--- config.mk ---
export PLATFORM = sky130hd
export DESIGN_NAME = suqt_cell
export DESIGN_NICKNAME = d
export VERILOG_FILES = /design/src/hw/rtl/suqt_pkg.sv /design/src/hw/rtl/suqt_cell.sv
export SDC_FILE = /design/constraint.sdc
export NUM_CORES = 1
export LEC_CHECK = 0
export ABC_AREA = 1
export BUFFER_PORTS_ARGS = -buffer_cell sky130_fd_sc_hd__buf_4
export CAP_MARGIN = 20
export CORE_MARGIN = 1.5
export CORE_UTILIZATION = 50
export CTS_CLUSTER_DIAMETER = 30
export DETAILED_ROUTE_END_ITERATION = 10
export PLACE_DENSITY = 0.87
export SKIP_LAST_GASP = 1
export SYNTH_ARGS = -nofsm -noshare
export SYNTH_HDL_FRONTEND = slang
export SYNTH_SLANG_ARGS = --single-unit
--- constraint.sdc ---
create_clock -name clk -period 3.7 [get_ports clk]
set_clock_uncertainty 0.2 [all_clocks]
set_input_delay 0.74 -clock clk [delete_from_list [all_inputs] [get_ports clk]]
set_output_delay 0.74 -clock clk [all_outputs]
set_load 0.1 [all_outputs]
--- src/hw/rtl/suqt_pkg.sv ---
`default_nettype none

package suqt_pkg;

	localparam int TIME_W  = 64;
	localparam int TOTAL_W = 32;
	localparam int COUNT_W = 7;
	localparam int STAT_W  = 2;

	localparam logic KIND_INSERT = 1'b0;
	localparam logic KIND_RETIRE = 1'b1;

	localparam logic CLASS_INTERNAL = 1'b0;
	localparam logic CLASS_EXTERNAL = 1'b1;

	localparam logic [STAT_W-1:0] STAT_OK    = 2'd0;
	localparam logic [STAT_W-1:0] STAT_DUP   = 2'd1;
	localparam logic [STAT_W-1:0] STAT_FULL  = 2'd2;
	localparam logic [STAT_W-1:0] STAT_EMPTY = 2'd3;

	typedef struct packed {
		logic              kind;
		logic [TIME_W-1:0] event_time;
		logic              event_class;
	} req_t;

	typedef struct packed {
		logic [TIME_W-1:0]  next_time;
		logic [TIME_W-1:0]  retired_time;
		logic [STAT_W-1:0]  status;
		logic [COUNT_W-1:0] pending_count;
		logic [TOTAL_W-1:0] internal_total;
		logic [TOTAL_W-1:0] external_total;
	} rsp_t;

	// broadcast command to every cell of the chain
	typedef struct packed {
		logic cmp;
		logic ins;
		logic ret;
	} cell_cmd_t;

	typedef enum logic [3:0] {
		ST_IDLE   = 4'b0001,
		ST_CMP    = 4'b0010,
		ST_APPLY  = 4'b0100,
		ST_RESULT = 4'b1000
	} state_t;

endpackage

`default_nettype wire

--- src/hw/rtl/suqt_cell.sv ---
`default_nettype none

module suqt_cell #(
	parameter int TIME_BITS = 64
) (
	input  wire                        clk,
	input  wire                        arst_n,
	input  suqt_pkg::cell_cmd_t        cmd,
	input  wire  [TIME_BITS-1:0]       key,
	input  wire  [TIME_BITS-1:0]       left_time,
	input  wire                        left_valid,
	input  wire                        left_take,
	input  wire  [TIME_BITS-1:0]       right_time,
	input  wire                        right_valid,
	output logic [TIME_BITS-1:0]       cur_time,
	output logic                       cur_valid,
	output logic                       eq,
	output logic                       take
);
	import suqt_pkg::*;

	logic [TIME_BITS-1:0] time_q;
	logic                 valid_q;
	logic                 eq_q;
	logic                 gt_q;
	logic                 first_empty;

	// first free slot: empty with a valid neighbor on the left
	assign first_empty = !valid_q && left_valid;
	assign take        = gt_q || first_empty;

	assign cur_time  = time_q;
	assign cur_valid = valid_q;
	assign eq        = eq_q;

	always_ff @(posedge clk or negedge arst_n) begin
		if (!arst_n) begin
			valid_q <= 1'b0;
			eq_q    <= 1'b0;
			gt_q    <= 1'b0;
		end else begin
			if (cmd.cmp) begin
				eq_q <= valid_q && (time_q == key);
				gt_q <= valid_q && (time_q > key);
			end
			if (cmd.ins && first_empty) begin
				valid_q <= 1'b1;
			end else if (cmd.ret) begin
				valid_q <= right_valid;
			end
		end
	end

	always_ff @(posedge clk) begin
		if (cmd.ins && take) begin
			time_q <= left_take ? left_time : key;
		end else if (cmd.ret) begin
			time_q <= right_time;
		end
	end

endmodule

`default_nettype wire

==> out/metrics.cfg <==
[status]
status = finished, final reports clean

[global_route]
grt_max_degree = 78
grt_pass1_vias = 5216
grt_use_total = 0.272
grt_pass1_wl_um = 24000
overflow = 0
antenna_found_initial = 0

[setup_path]
required_ps = 3480
cp-start-kind = input pin
crit_fanout = 35
crit_arrival_ps = 2200
endpoint_kind = flip-flop
worstSetupPathType = in -> reg

[drt]
met2_length_um = 7680
dr.max_layer_used = met4
routed_wl_um = 15300
vias = 5485
antenna_left = 0
drc_errors = 0
viasPerCell = 4.88
met1_length_um = 6150
wl_per_cell_um = 13.6
drtIter0Drc = 382
route.met3.wl_um = 1270
first_pass_iters = 4

[finish]
fin_nets = 1248
synthToLayoutAreaGrowth_pct = 43.4
instances_no_fill = 1125
stdcell_area_um2 = 7550
antenna_cells = 0
layout-drive-gt1-share = 0.302

[power]
power_density_nw_per_um2 = 431
cellLeakagePower_uw = 0.00418
vdd_drop_max_mv = 0.304

[sta]
worstMarginPinSlew_ps = 747
fmax_mhz = 413
setup_tns_ps = 0
final_max_slew_viol_count = 0
min_period_over_period = 0.655
rsz0062_at_grt = no
period_needed_ps = 2420
setup_viol = 0
timing.hold.ws_ps = 293
slew_headroom = 0.502
finalHoldViolCount = 0

[yosys]
yosys_most_used_dff = edfxtp_1
synth_cells = 728
synthDistinctLibCells = 27
ys_async_sr_fraction = 0.0448
ys_warn_count = 0
syn-num-nets = 992
syn_area_um2 = 5270
ys_seq_area_frac = 0.379
synth-edff-count = 64
synth_seq_cells = 67
avgSynthCellArea_um2 = 7.24

[floorplan]
rows = 37
die_w_um = 106
dieArea_um2 = 11200
start_util = 0.513
core-area_um2 = 10300
io_pins = 267
die_h_um = 106

[clock_network]
cts.htree.levels = 3
clkLatencyLatePin_ps = 340
cts_setup_buffers = 0
cts-resized-gates = 0
cts_tree = done
hold_buffers = 1
cts.sinks = 67
cts_max_path_buffers = 2
path_clk_slew_ps = 70
root_buffer = clkbuf_8
cts_buffers = 9

[place]
port-buffer-count = 266
dp.cells = 1108
dp_hpwl_um = 12100
dpl_cell_area_um2 = 7350
place_congestion = 0.898

[job]
cap_viol_max_count = 0

[hold_path]
worstHoldPathType = reg -> reg

[final timing paths]
check                           start      endpoint  slack [ps]  depth (start not counted)
max reg2reg                 cur_valid  cur_time[27]        1280                          7
min                              gt_q          gt_q         290                          2
min in group asynchronous      arst_n          gt_q         580                          2
max in group asynchronous      arst_n            eq        2620                          2
max                        left_valid  cur_time[27]        1280                          7
min reg2reg                      gt_q          gt_q         290                          2
[state kept, by name (all words and copies together), names as in the netlist]
signal     flops
cur_time      64
cur_valid      1
eq             1
gt_q           1
[kinds of logic after synthesis]
family / synth area share
flops: 0.379
mux: 0.00190
compound gates: 0.0998
fa+ha+maj: 0.152
buf+inv: 0.0884
simple gates: 0.279
[synthesized netlist by cell type (3+ instances only)]
cell type	count	area, um^2
clkbuf_1	10	37.5
buf_2	15	75.1
o21ai_0	70	350
nor2_2	5	31.3
nand2_1	342	1280
inv_1	89	334
ha_1	64	801
dfrtp_1	3	75.1
nor2_1	19	71.3
a21o_1	4	30.0
edfxtp_1	64	1920
a21oi_1	25	125
[worst max-delay path, stage by stage]
cell and delay, ps:
buf_4 80, nand2_1 40, nand2_1 80, nand2_2 60, inv_2 50, or2_2 590, buf_4 540
[cells in the final DEF, fill, tap and decap left out]
cell type / n
a21boi_0: 1
a21o_1: 4
a21oi_1: 25
buf_4: 271
bufinv_16: 1
clkbuf_8: 9
clkinv_1: 2
clkinv_4: 1
clkinvlp_4: 3
dfrtp_1: 3
dlygate4sd3_1: 1
edfxtp_1: 64
ha_1: 64
inv_1: 89
inv_2: 2
mux2i_1: 1
nand2_1: 341
nand2_2: 2
nand3_1: 2
nand4_1: 1
nand4_2: 2
nor2_1: 19
nor2_2: 5
nor2_4: 1
nor3_1: 1
nor3b_2: 1
o21a_1: 1
o21ai_0: 70
o21ai_1: 1
or2_2: 1
[power by group]
part           internal, uW  switching (uW)  total, uW
Combinational           447            1170       1620
Sequential              973            65.9       1040
Clock                   308             293        600
[metrics by stage]
step | setup slack [ps] | utilization | power, uW
after floorplan | 261 | - | 2210
after global placement | 941 | 0.715 | 2650
after detailed placement | 925 | 0.715 | 2670
after CTS | 1240 | 0.735 | 3280
after global routing | 1080 | 0.735 | 3420
final | 1280 | 0.735 | 3260
[final cells by class]
cell class | count | area (um^2)
multi-input cells | 543 | 2810
inverters | 91 | 342
clock inverters | 7 | 68.8
fillers | 835 | 2720
well taps | 136 | 170
clock buffers | 9 | 124
repair buffers | 272 | 2040
flip-flops and latches | 67 | 2000
[per-layer routing]
| layer | vias to the layer above | GRT usage |
|---|---|---|
| li1 | 2831 | - |
| met1 | 2430 | 0.304 |
| met2 | 207 | 0.502 |
| met3 | 17 | 0.0724 |
| met4 | 0 | 0.0820 |
| met5 | - | 0 |
(Power assumes the default switching activity.)
